<file path="src/rtl/ita_pkg.sv">
// Shared widths, codes and character helpers for the integer to ASCII formatter.
package ita_pkg;

  localparam int unsigned ValueWidth  = 64;
  localparam int unsigned KindWidth   = 3;
  localparam int unsigned CharWidth   = 8;
  localparam int unsigned BinWidth    = 32;
  localparam int unsigned BcdDigits   = 10;
  localparam int unsigned BcdWidth    = 4 * BcdDigits;
  localparam int unsigned NibCount    = ValueWidth / 4;
  localparam int unsigned CntWidth    = $clog2(NibCount);
  localparam int unsigned StepWidth   = $clog2(BinWidth);
  localparam int unsigned PfxIdxWidth = 3;

  typedef enum logic [KindWidth-1:0] {
    KIND_SDEC = 3'd0,
    KIND_UDEC = 3'd1,
    KIND_HEXL = 3'd2,
    KIND_HEXU = 3'd3,
    KIND_PTR  = 3'd4
  } kind_e;

  typedef enum logic [1:0] {
    PFX_NONE  = 2'd0,
    PFX_MINUS = 2'd1,
    PFX_HEX   = 2'd2,
    PFX_NIL   = 2'd3
  } pfx_e;

  localparam logic [CharWidth-1:0] ChZero  = 8'h30;
  localparam logic [CharWidth-1:0] ChUpperA = 8'h41;
  localparam logic [CharWidth-1:0] ChLowerA = 8'h61;
  localparam logic [CharWidth-1:0] ChMinus = 8'h2d;
  localparam logic [CharWidth-1:0] ChX     = 8'h78;
  localparam logic [CharWidth-1:0] ChOpen  = 8'h28;
  localparam logic [CharWidth-1:0] ChN     = 8'h6e;
  localparam logic [CharWidth-1:0] ChI     = 8'h69;
  localparam logic [CharWidth-1:0] ChL     = 8'h6c;
  localparam logic [CharWidth-1:0] ChClose = 8'h29;

  function automatic logic [CharWidth-1:0] digit_char(logic [3:0] nib, logic upper);
    logic [CharWidth-1:0] ext;
    ext = {4'b0000, nib};
    if (nib < 4'd10) begin
      return ChZero + ext;
    end
    return (upper ? ChUpperA : ChLowerA) + ext - 8'd10;
  endfunction

  function automatic logic [PfxIdxWidth-1:0] pfx_last_idx(pfx_e p);
    case (p)
      PFX_HEX: return 3'd1;
      PFX_NIL: return 3'd4;
      default: return 3'd0;
    endcase
  endfunction

  function automatic logic [CharWidth-1:0] pfx_char(pfx_e p, logic [PfxIdxWidth-1:0] idx);
    logic [CharWidth-1:0] ch;
    ch = ChMinus;
    case (p)
      PFX_HEX: ch = (idx == 3'd0) ? ChZero : ChX;
      PFX_NIL: begin
        case (idx)
          3'd0:    ch = ChOpen;
          3'd1:    ch = ChN;
          3'd2:    ch = ChI;
          3'd3:    ch = ChL;
          default: ch = ChClose;
        endcase
      end
      default: ch = ChMinus;
    endcase
    return ch;
  endfunction

endpackage

</file>
<file path="src/rtl/ita_bcd.sv">
// Iterative binary to BCD converter: one shift-and-add-3 step per cycle.
module ita_bcd (
  input  logic                          clk_i,
  input  logic                          rst_ni,
  input  logic                          start_i,
  input  logic [ita_pkg::BinWidth-1:0]  bin_i,
  output logic                          done_o,
  output logic [ita_pkg::BcdWidth-1:0]  bcd_o
);
  import ita_pkg::*;

  logic                 busy_q;
  logic                 done_q;
  logic [StepWidth-1:0] step_q;
  logic [BinWidth-1:0]  bin_q;
  logic [BcdWidth-1:0]  bcd_q;
  logic [BcdWidth-1:0]  adj;
  logic                 last_step;

  always_comb begin
    for (int i = 0; i < BcdDigits; i++) begin
      adj[i*4 +: 4] = (bcd_q[i*4 +: 4] >= 4'd5) ? bcd_q[i*4 +: 4] + 4'd3 : bcd_q[i*4 +: 4];
    end
  end

  assign last_step = (step_q == StepWidth'(BinWidth - 1));

  always_ff @(posedge clk_i or negedge rst_ni) begin
    if (!rst_ni) begin
      busy_q <= 1'b0;
      done_q <= 1'b0;
      step_q <= '0;
    end else begin
      done_q <= busy_q && last_step;
      if (start_i) begin
        busy_q <= 1'b1;
        step_q <= '0;
      end else if (busy_q) begin
        step_q <= step_q + 1'b1;
        if (last_step) begin
          busy_q <= 1'b0;
        end
      end
    end
  end

  always_ff @(posedge clk_i) begin
    if (start_i) begin
      bin_q <= bin_i;
      bcd_q <= '0;
    end else if (busy_q) begin
      bin_q <= {bin_q[BinWidth-2:0], 1'b0};
      bcd_q <= {adj[BcdWidth-2:0], bin_q[BinWidth-1]};
    end
  end

  assign done_o = done_q;
  assign bcd_o  = bcd_q;

endmodule

</file>
<file path="src/rtl/integer_to_ascii_formatter.sv">
// Top level: formats one integer word into a stream of ASCII character words.
//
//  channel  | dir | tdata              | side band
//  s_axis   | in  | [63:0] value       | tuser [2:0] kind
//  m_axis   | out | [7:0] character    | tlast marks the final character
//
// Decimal kinds: an accept step, 32 BCD shift steps and a hand-off step, then strip
// steps for leading zero nibbles and character steps, a minus sign first if negative.
// Hex kinds skip the BCD unit; a pointer adds a "0x" prefix, a null pointer "(nil)".
// Reset clears the sequencer and output valid; input is taken only when idle.
// A stalled output holds its character; the sequencer waits for a free slot.
module integer_to_ascii_formatter (
  input  logic                            clk_i,
  input  logic                            rst_ni,
  input  logic                            s_axis_tvalid,
  output logic                            s_axis_tready,
  input  logic [ita_pkg::ValueWidth-1:0]  s_axis_tdata,  // [63:0] value
  input  logic [ita_pkg::KindWidth-1:0]   s_axis_tuser,  // [2:0] kind
  output logic                            m_axis_tvalid,
  input  logic                            m_axis_tready,
  output logic [ita_pkg::CharWidth-1:0]   m_axis_tdata,  // [7:0] character
  output logic                            m_axis_tlast
);
  import ita_pkg::*;

  typedef enum logic [4:0] {
    S_IDLE  = 5'b00001,
    S_CONV  = 5'b00010,
    S_STRIP = 5'b00100,
    S_PRE   = 5'b01000,
    S_DIGIT = 5'b10000
  } state_e;

  state_e                 state_q, state_d;
  pfx_e                   pfx_q, pfx_d;
  logic [PfxIdxWidth-1:0] pidx_q, pidx_d;
  logic [CntWidth-1:0]    cnt_q, cnt_d;
  logic [ValueWidth-1:0]  dig_q, dig_d;
  logic                   upper_q, upper_d;
  logic                   ovalid_q, ovalid_d;
  logic [CharWidth-1:0]   ochar_q, ochar_d;
  logic                   olast_q, olast_d;

  logic                   accept;
  logic                   slot_free;
  logic                   bcd_start;
  logic                   bcd_done;
  logic [BinWidth-1:0]    low;
  logic [BinWidth-1:0]    mag;
  logic [BcdWidth-1:0]    bcd;
  logic [3:0]             top_nib;

  assign s_axis_tready = (state_q == S_IDLE);
  assign accept        = s_axis_tvalid && s_axis_tready;
  assign slot_free     = !ovalid_q || m_axis_tready;
  assign low           = s_axis_tdata[BinWidth-1:0];
  assign top_nib       = dig_q[ValueWidth-1 -: 4];

  always_comb begin
    mag = low;
    if (kind_e'(s_axis_tuser) == KIND_SDEC && low[BinWidth-1]) begin
      mag = ~low + 1'b1;
    end
  end

  ita_bcd u_bcd (
    .clk_i   (clk_i),
    .rst_ni  (rst_ni),
    .start_i (bcd_start),
    .bin_i   (mag),
    .done_o  (bcd_done),
    .bcd_o   (bcd)
  );

  always_comb begin
    state_d   = state_q;
    pfx_d     = pfx_q;
    pidx_d    = pidx_q;
    cnt_d     = cnt_q;
    dig_d     = dig_q;
    upper_d   = upper_q;
    ovalid_d  = ovalid_q && !m_axis_tready;
    ochar_d   = ochar_q;
    olast_d   = olast_q;
    bcd_start = 1'b0;

    unique case (state_q)
      S_IDLE: begin
        if (accept) begin
          pidx_d  = '0;
          cnt_d   = CntWidth'(NibCount - 1);
          dig_d   = s_axis_tdata;
          upper_d = 1'b0;
          pfx_d   = PFX_NONE;
          case (kind_e'(s_axis_tuser))
            KIND_SDEC, KIND_UDEC: begin
              bcd_start = 1'b1;
              if (kind_e'(s_axis_tuser) == KIND_SDEC && low[BinWidth-1]) begin
                pfx_d = PFX_MINUS;
              end
              state_d = S_CONV;
            end
            KIND_HEXL: state_d = S_STRIP;
            KIND_HEXU: begin
              upper_d = 1'b1;
              state_d = S_STRIP;
            end
            KIND_PTR: begin
              if (s_axis_tdata == '0) begin
                pfx_d   = PFX_NIL;
                state_d = S_PRE;
              end else begin
                pfx_d   = PFX_HEX;
                state_d = S_STRIP;
              end
            end
            default: state_d = S_IDLE;
          endcase
        end
      end
      S_CONV: begin
        if (bcd_done) begin
          dig_d   = {{(ValueWidth - BcdWidth){1'b0}}, bcd};
          state_d = S_STRIP;
        end
      end
      S_STRIP: begin
        if (cnt_q != '0 && top_nib == 4'd0) begin
          dig_d = {dig_q[ValueWidth-5:0], 4'd0};
          cnt_d = cnt_q - 1'b1;
        end else if (pfx_q == PFX_NONE) begin
          state_d = S_DIGIT;
        end else begin
          state_d = S_PRE;
        end
      end
      S_PRE: begin
        if (slot_free) begin
          ovalid_d = 1'b1;
          ochar_d  = pfx_char(pfx_q, pidx_q);
          olast_d  = 1'b0;
          pidx_d   = pidx_q + 1'b1;
          if (pidx_q == pfx_last_idx(pfx_q)) begin
            if (pfx_q == PFX_NIL) begin
              olast_d = 1'b1;
              state_d = S_IDLE;
            end else begin
              state_d = S_DIGIT;
            end
          end
        end
      end
      S_DIGIT: begin
        if (slot_free) begin
          ovalid_d = 1'b1;
          ochar_d  = digit_char(top_nib, upper_q);
          olast_d  = (cnt_q == '0);
          dig_d    = {dig_q[ValueWidth-5:0], 4'd0};
          cnt_d    = cnt_q - 1'b1;
          if (cnt_q == '0) begin
            state_d = S_IDLE;
          end
        end
      end
      default: state_d = S_IDLE;
    endcase
  end

  always_ff @(posedge clk_i or negedge rst_ni) begin
    if (!rst_ni) begin
      state_q  <= S_IDLE;
      ovalid_q <= 1'b0;
    end else begin
      state_q  <= state_d;
      ovalid_q <= ovalid_d;
    end
  end

  always_ff @(posedge clk_i) begin
    pfx_q   <= pfx_d;
    pidx_q  <= pidx_d;
    cnt_q   <= cnt_d;
    dig_q   <= dig_d;
    upper_q <= upper_d;
    ochar_q <= ochar_d;
    olast_q <= olast_d;
  end

  assign m_axis_tvalid = ovalid_q;
  assign m_axis_tdata  = ochar_q;
  assign m_axis_tlast  = olast_q;

endmodule
</file>
<file path="config.mk">
export PLATFORM = sky130hd
export DESIGN_NAME = integer_to_ascii_formatter
export DESIGN_NICKNAME = d
export VERILOG_FILES = /design/src/rtl/ita_pkg.sv /design/src/rtl/ita_bcd.sv /design/src/rtl/integer_to_ascii_formatter.sv
export SDC_FILE = /design/constraint.sdc
export NUM_CORES = 1
export LEC_CHECK = 0
export BUFFER_PORTS_ARGS = -buffer_cell sky130_fd_sc_hd__buf_4
export CAP_MARGIN = 40
export CORE_MARGIN = 4
export CORE_UTILIZATION = 55
export CTS_CLUSTER_SIZE = 8
export DETAILED_ROUTE_END_ITERATION = 12
export PLACE_DENSITY_LB_ADDON = 0.05
export SLEW_MARGIN = 20
export SYNTH_ARGS = -nofsm -noshare
export SYNTH_HDL_FRONTEND = slang
export SYNTH_SLANG_ARGS = --single-unit
export TNS_END_PERCENT = 1
</file>
<file path="constraint.sdc">
create_clock -name clk_i -period 8.35 [get_ports clk_i]
set_clock_uncertainty 0.05 [all_clocks]
set_input_delay 0.4175 -clock clk_i [delete_from_list [all_inputs] [get_ports clk_i]]
set_output_delay 0.4175 -clock clk_i [all_outputs]
set_load 0.03 [all_outputs]
</file>
Yosys cells after proc, flatten, opt, wreduce, memory -nomap -nowiden
Index checks and enable logic that the tools add are counted.
{ "totals": {"regBits": 168, "out_inout_bits": 11, "inputBits": 71, "elab_cells": 167} }
{ "op_classes": {"n_reduce_logical": 29, "muxes": 71, "eq_ne": 24, "bitwise": 1, "add_sub_neg": 17, "order_cmp": 11} }
{ "op_table": {"columns": ["op", "n"], "rows": [
  ["$mux W64", 4],
  ["$pmux W64 S4", 1],
  ["$mux W32", 3],
  ["$logic_not A64 Y1", 1],
  ["$mux W5", 11],
  ["$mux W4", 13],
  ["$ge A4 B3 Y1 const B", 10],
  ["$add A4 B2 Y4 const B", 9],
  ["$add A32 B1 Y32 const B", 1],
  ["$mux W8", 4],
  ["$not A32 Y32", 1],
  ["$pmux W7 S4", 1],
  ["$pmux W5 S5", 1],
  ["$pmux W4 S3", 2],
  ["$mux W1", 18],
  ["$pmux W8 S2", 1],
  ["$mux W3", 5],
  ["$pmux W7 S2", 1],
  ["$eq A3 B2 Y1 const B", 4],
  ["$ne A2 B2 Y1 const B", 6],
  ["$pmux W3 S2", 2],
  ["$eq A5 B5 Y1 const B", 2],
  ["$add A7 B4 Y8", 1],
  ["$logic_not A4 Y1", 2],
  ["other kinds (34)", 49]
]} }

Longest topological paths before layout
{ "depth": {"depth_word": 8, "depth_mapped": 9, "depth_no_buf": 8} }

Cells and area by module
A second synthesis with hierarchy kept.
{ "hier_totals": {"cells_unflattened": 958, "area_unflattened_um2": 9351.5} }
{ "by_module_without_submodules": {"columns": ["module", "cells_each", "area_per_inst_um2", "n_inst", "seq_area_each_um2"], "rows": [
  ["integer_to_ascii_formatter", 557, 5246.3, 1, 2613.8],
  ["ita_bcd", 401, 4105.2, 1, 1936.9]
]} }

Worst setup path after synthesis
OpenSTA, ideal clock, no wires.
{ "synth_path": {"kind": "register to register", "from": "register state_q[4]", "to": "register dig_q[0] (enable)", "synth_period_minus_slack_ps": 6237, "arrival_time_ps": 5621, "stages_incl_launch_ff": 7, "setup_time_ps": 565, "path_buffers": 1, "required_ps": 7735, "setup_slack_ps": 2113, "path_cell_list": "dfrtp_1 > nor3_1 > nand3b_1 > nand2_1 > buf_2 > nor3_1 > nor3_1"} }
{ "synth_between": {"elab_chain_cells": 4, "word_cells_on_any_way": 11, "classes_between": "eq/ne (8); reduce/logical (3)"} }
{ "synth_lines": {"columns": ["item", "line_no", "text"], "rows": [
  ["from (decl)", "integer_to_ascii_formatter.sv:34", "state_e state_q, state_d;"],
  ["from (signal assigned)", "integer_to_ascii_formatter.sv:174", "state_q <= state_d;"],
  ["$eq A5 B1 Y1", "integer_to_ascii_formatter.sv:53, integer_to_ascii_formatter.sv:87", null],
  ["$logic_and A1 B1 Y1", "integer_to_ascii_formatter.sv:54", "assign accept = s_axis_tvalid && s_axis_tready;"],
  ["$ne A2 B1 Y1 (no source line)", null, null],
  ["$reduce_and A5 Y1 (no source line) (*)", null, null],
  ["to (signal assigned)", "integer_to_ascii_formatter.sv:183", "dig_q <= dig_d;"],
  ["to (decl)", "integer_to_ascii_formatter.sv:38", "logic [ValueWidth-1:0] dig_q, dig_d;"]
]} }
Every way passes the cells marked *; elsewhere a longest branch is shown, timed or not.
A chain may end at the register's enable or synchronous reset.

Final worst setup path
{ "layout_path": {"from": "register state_q[2]", "to": "register dig_q[9] (data pin)"} }
{ "layout_between": {"elab_chain_cells": 2, "word_cells_on_any_way": 5, "classes_between": "eq/ne (4); mux (1)"} }
{ "layout_lines": {"columns": ["item", "line_no", "text"], "rows": [
  ["$eq A5 B5 Y1 (tied with other cells)", "integer_to_ascii_formatter.sv:87", "unique case (state_q)"],
  ["$pmux W64 S4 (*)", "integer_to_ascii_formatter.sv:87", null],
  ["named net dig_d[9]", "integer_to_ascii_formatter.sv:38", null]
]} }
Mark *: on every way through the listed nets, which the timed path passes. The rest lies on a longest branch.

==> Flow_metrics.wiki <==
{| class="wikitable"
! Metric !! Value
|-
| Outcome || complete, no violations
|-
| Pre-Repair DR Iteration Count || 5
|-
| Count of cell types in the netlist || 65
|-
| Pin count of the biggest net entering global routing || 94
|-
| Number of fill cells || 1351
|-
| Number of synthesized flops with an enable pin || 114
|-
| I/O Pins || 82
|-
| Die Outline Area || 18370 sq um
|-
| Synth Area in XOR/XNOR || 5.286%
|-
| Rows || 46
|-
| Setup crit end kind || register
|-
| Post-DP Area || 9713 sq um
|-
| Via count of the routed design || 6950
|-
| Count of buffers inserted at the top-level ports || 80
|-
| Critical path fanouts, max || 81
|-
| Number of antenna violations at the first check in global routing || 0
|-
| Drt total wl || 20.79 mm
|-
| CTS root buffer || sky130_fd_sc_hd__clkbuf_16
|-
| Maximum capacitance violations || 0
|-
| Top post-synthesis cells by area || sky130_fd_sc_hd__edfxtp_1 38%, sky130_fd_sc_hd__dfxtp_1 8.9%, sky130_fd_sc_hd__nand2_1 8.4%
|-
| Vias per cell || 5.569
|-
| Post-DP HPWL || 14.60 mm
|-
| Average instance area after synthesis || 9.359 sq um
|-
| Worst hold slack || 0.1329 ns
|-
| Effective utilization at floorplan || 56.32%
|-
| Part of the Yosys area used for sequential elements || 50.86%
|-
| Instance count after placement with tap cells included || 1214
|-
| Standard cell core area || 15890 sq um
|-
| Antenna cells || 0
|-
| Synthesized netlist net count || 1058
|-
| Static power due to leakage || 4.355 nW
|-
| Via count of the first global-routing pass || 6577
|-
| Sum Neg Setup Slack || 0 ns
|-
| Count leader, synth || sky130_fd_sc_hd__nand2_1
|-
| Post-synthesis instance total || 956
|-
| DRC violation count after routing || 0
|-
| Register bit total from synthesis || 167
|-
| Chip height || 135.5 um
|-
| Setup slack of the most critical reg-to-reg path || 5.42 ns
|-
| Required time of the worst setup path || 8.47 ns
|-
| Synth-to-Final Area Change || 16.35%
|-
| Compound-cell area share of the yosys netlist || 14.74%
|-
| Final number of max-transition violations || 0
|-
| Final Core Density || 65.53%
|-
| Most frequent cells after synthesis || 201 x sky130_fd_sc_hd__nand2_1, 114 x sky130_fd_sc_hd__edfxtp_1, 100 x sky130_fd_sc_hd__o21ai_0
|-
| Number of nets with antenna violations after routing || 0
|-
| Cell Count, Final, Fillers Out || 1248
|-
| GRT Overall Usage || 23.06%
|-
| Final Cell Area || 10410 sq um
|-
| Global route overflow || 0
|-
| Worst Max-Slew Pin Slew || 0.8667 ns
|-
| Category of the worst setup path launch point || register
|-
| Post-CTS clock slew at the launch and capture registers of the worst setup and hold paths || 0.06 ns
|-
| Overall power || 4.000 mW
|-
| Fraction of registers with async set/reset || 7.784%
|-
| Final estimated routing congestion in global placement || 0.8254
|-
| Clock latency reported for the late side of the worst-skew pair || 0.42 ns
|-
| Setup repair after global routing missed its margin || no
|-
| Max Fclk || 341.5 MHz
|-
| Arithmetic-cell share of the synthesized area counting full adders, half adders and majority gates || 4.335%
|-
| Final critical-path required period || 2.928 ns
|-
| Cell Area, Synth || 8947 sq um
|-
| Kind of critical path || reg -> reg
|-
| Maximum level of the CTS H-tree || 4
|-
| Worst-case setup margin in the final layout || 5.422 ns
|-
| Maximum VDD drop || 0.2315 mV
|-
| Mean routed wirelength per cell || 16.66 um
|-
| Number of nets in the layout || 1121
|-
| Post-synth top flop || sky130_fd_sc_hd__edfxtp_1
|-
| Die Wd || 135.5 um
|-
| Total CTS buffers || 17
|-
| Path type of the worst min-delay path || in -> reg
|-
| Headroom to the max-slew limit || 42.05%
|-
| Period utilization || 35.07%
|-
| Fraction of synthesized cell area taken by the top area cell type || 38.26%
|-
| Number of clock sinks seen by CTS || 167
|-
| Worst slack at placement || 5.232 ns
|-
| Final count of hold timing violations || 0
|-
| Cell type with the largest total area after synthesis || sky130_fd_sc_hd__edfxtp_1
|-
| Simple-gate area share of the yosys netlist || 19.05%
|-
| Largest buffer count on any clock path || 2
|-
| CTS tree || done
|-
| Synthesis warning total || 0
|-
| Multiplexer share of the synthesized area || 1.566%
|-
| Power per Cell Area || 384.2 nW/um^2
|-
| Share of post-route cells with drive strength above 1 || 14.15%
|-
| Main combinational cell family by area after synthesis || simple AND/OR/NAND/NOR gates
|-
| Number of endpoints failing setup at the final stage || 0
|-
| First-pass GRT wire length || 33.22 mm
|-
| DRC marker count from the first detailed-route iteration || 365
|-
| Crit path arrival time || 3.05 ns
|}
-- power breakdown --
| group | internal, mW | switching, mW | total, mW |
|---|---|---|---|
| registers | 1.46 | 0.258 | 1.72 |
| logic | 0.526 | 0.874 | 1.40 |
| clock network | 0.560 | 0.321 | 0.881 |
| total | 2.55 | 1.45 | 4.00 |
-- layer usage --
metal / up-vias / GRT usage (%) / share of wire [%]
met1: 3291 / 28.62 / 43
li1: 3487 / - / -
met4: 0 / 5.263 / 1.5
met5: - / 0 / 0
met2: 150 / 41.48 / 52
met3: 22 / 4.718 / 3.8
-- timing repair --
action                                  4_1_cts  5_1_grt
endpoints found under the setup margin        0        0
hold buffers                                  1        0
setup buffers                                 0        0
endpoints found under the hold margin        13        0
resized for setup                             0        0
-- registers in the layout, indices dropped and copies added (netlist names), 3 cells and up --
signal	count
dig_q	64
cnt_q	4
m_axis_tdata	7
pidx_q	3
u_bcd.step_q	5
u_bcd.bcd_o	40
state_q	5
u_bcd.bin_q	32
-- cells in the final DEF, fill, tap and decap left out, types with 3 or more instances in the layout --
cell	n
sky130_fd_sc_hd__o21ai_1	4
sky130_fd_sc_hd__nor2b_1	3
sky130_fd_sc_hd__o21ai_0	100
sky130_fd_sc_hd__nand3b_1	5
sky130_fd_sc_hd__xor2_1	25
sky130_fd_sc_hd__a21oi_1	52
sky130_fd_sc_hd__nor2_1	76
sky130_fd_sc_hd__nand2b_1	11
sky130_fd_sc_hd__nand4_1	8
sky130_fd_sc_hd__and2_1	3
sky130_fd_sc_hd__nand3_1	14
sky130_fd_sc_hd__nor4_1	9
sky130_fd_sc_hd__xnor2_1	29
sky130_fd_sc_hd__a21o_1	3
sky130_fd_sc_hd__dfxtp_1	40
sky130_fd_sc_hd__ha_1	31
sky130_fd_sc_hd__nand2_1	200
sky130_fd_sc_hd__edfxtp_1	114
sky130_fd_sc_hd__a22oi_1	36
sky130_fd_sc_hd__buf_4	91
sky130_fd_sc_hd__dfrtp_1	12
sky130_fd_sc_hd__a31oi_1	9
sky130_fd_sc_hd__inv_1	36
sky130_fd_sc_hd__o31ai_1	3
sky130_fd_sc_hd__clkbuf_16	17
sky130_fd_sc_hd__nor3_1	20
sky130_fd_sc_hd__mux2i_1	14
sky130_fd_sc_hd__bufinv_16	6
sky130_fd_sc_hd__and3_1	4
-- logic make-up (layout without fill, tap and decap cells) --
| kind of cell | count (synthesis) | in the layout |
|---|---|---|
| simple gates | 376 | 376 |
| compound gates | 226 | 226 |
| flops | 167 | 167 |
| buf+inv | 87 | 163 |
| xor+xnor | 54 | 54 |
| fa+ha+maj | 31 | 31 |
| mux | 14 | 14 |
| other cells | 1 | 1 |
-- critical path: stages, from the launching register on --
cell                       delay [ns]
sky130_fd_sc_hd__dfrtp_1         0.43
sky130_fd_sc_hd__nor3_1          0.27
sky130_fd_sc_hd__nand3b_1        0.56
sky130_fd_sc_hd__nand2_2         0.22
sky130_fd_sc_hd__buf_4           0.22
sky130_fd_sc_hd__buf_16          0.29
sky130_fd_sc_hd__nor2_2          0.16
sky130_fd_sc_hd__buf_4           0.27
sky130_fd_sc_hd__nand2_1         0.10
sky130_fd_sc_hd__nand2_1         0.06
-- layout make-up --
class | instances | area, sq um | area share [%]
sequential | 167 | 4551 | 43.71
multi-input combinational | 702 | 4050 | 38.91
timing repair buffer | 94 | 740.7 | 7.115
clock buffer | 19 | 432.9 | 4.159
tap | 216 | 270.3 | 2.596
clock inverter | 13 | 226.5 | 2.175
inverter | 37 | 138.9 | 1.334
-- worst paths after layout --
path                            startpoint         endpoint  cells after the start
min                          s_axis_tvalid       state_q[0]                      2
max in group asynchronous           rst_ni       state_q[0]                      2
min reg2reg                u_bcd.bcd_o[39]  u_bcd.bcd_o[39]                      2
max reg2reg                     state_q[2]         dig_q[9]                      9
max                             state_q[2]         dig_q[9]                      9
min in group asynchronous           rst_ni  u_bcd.step_q[2]                      2
No activity file was read; power rests on OpenSTA's default activity.
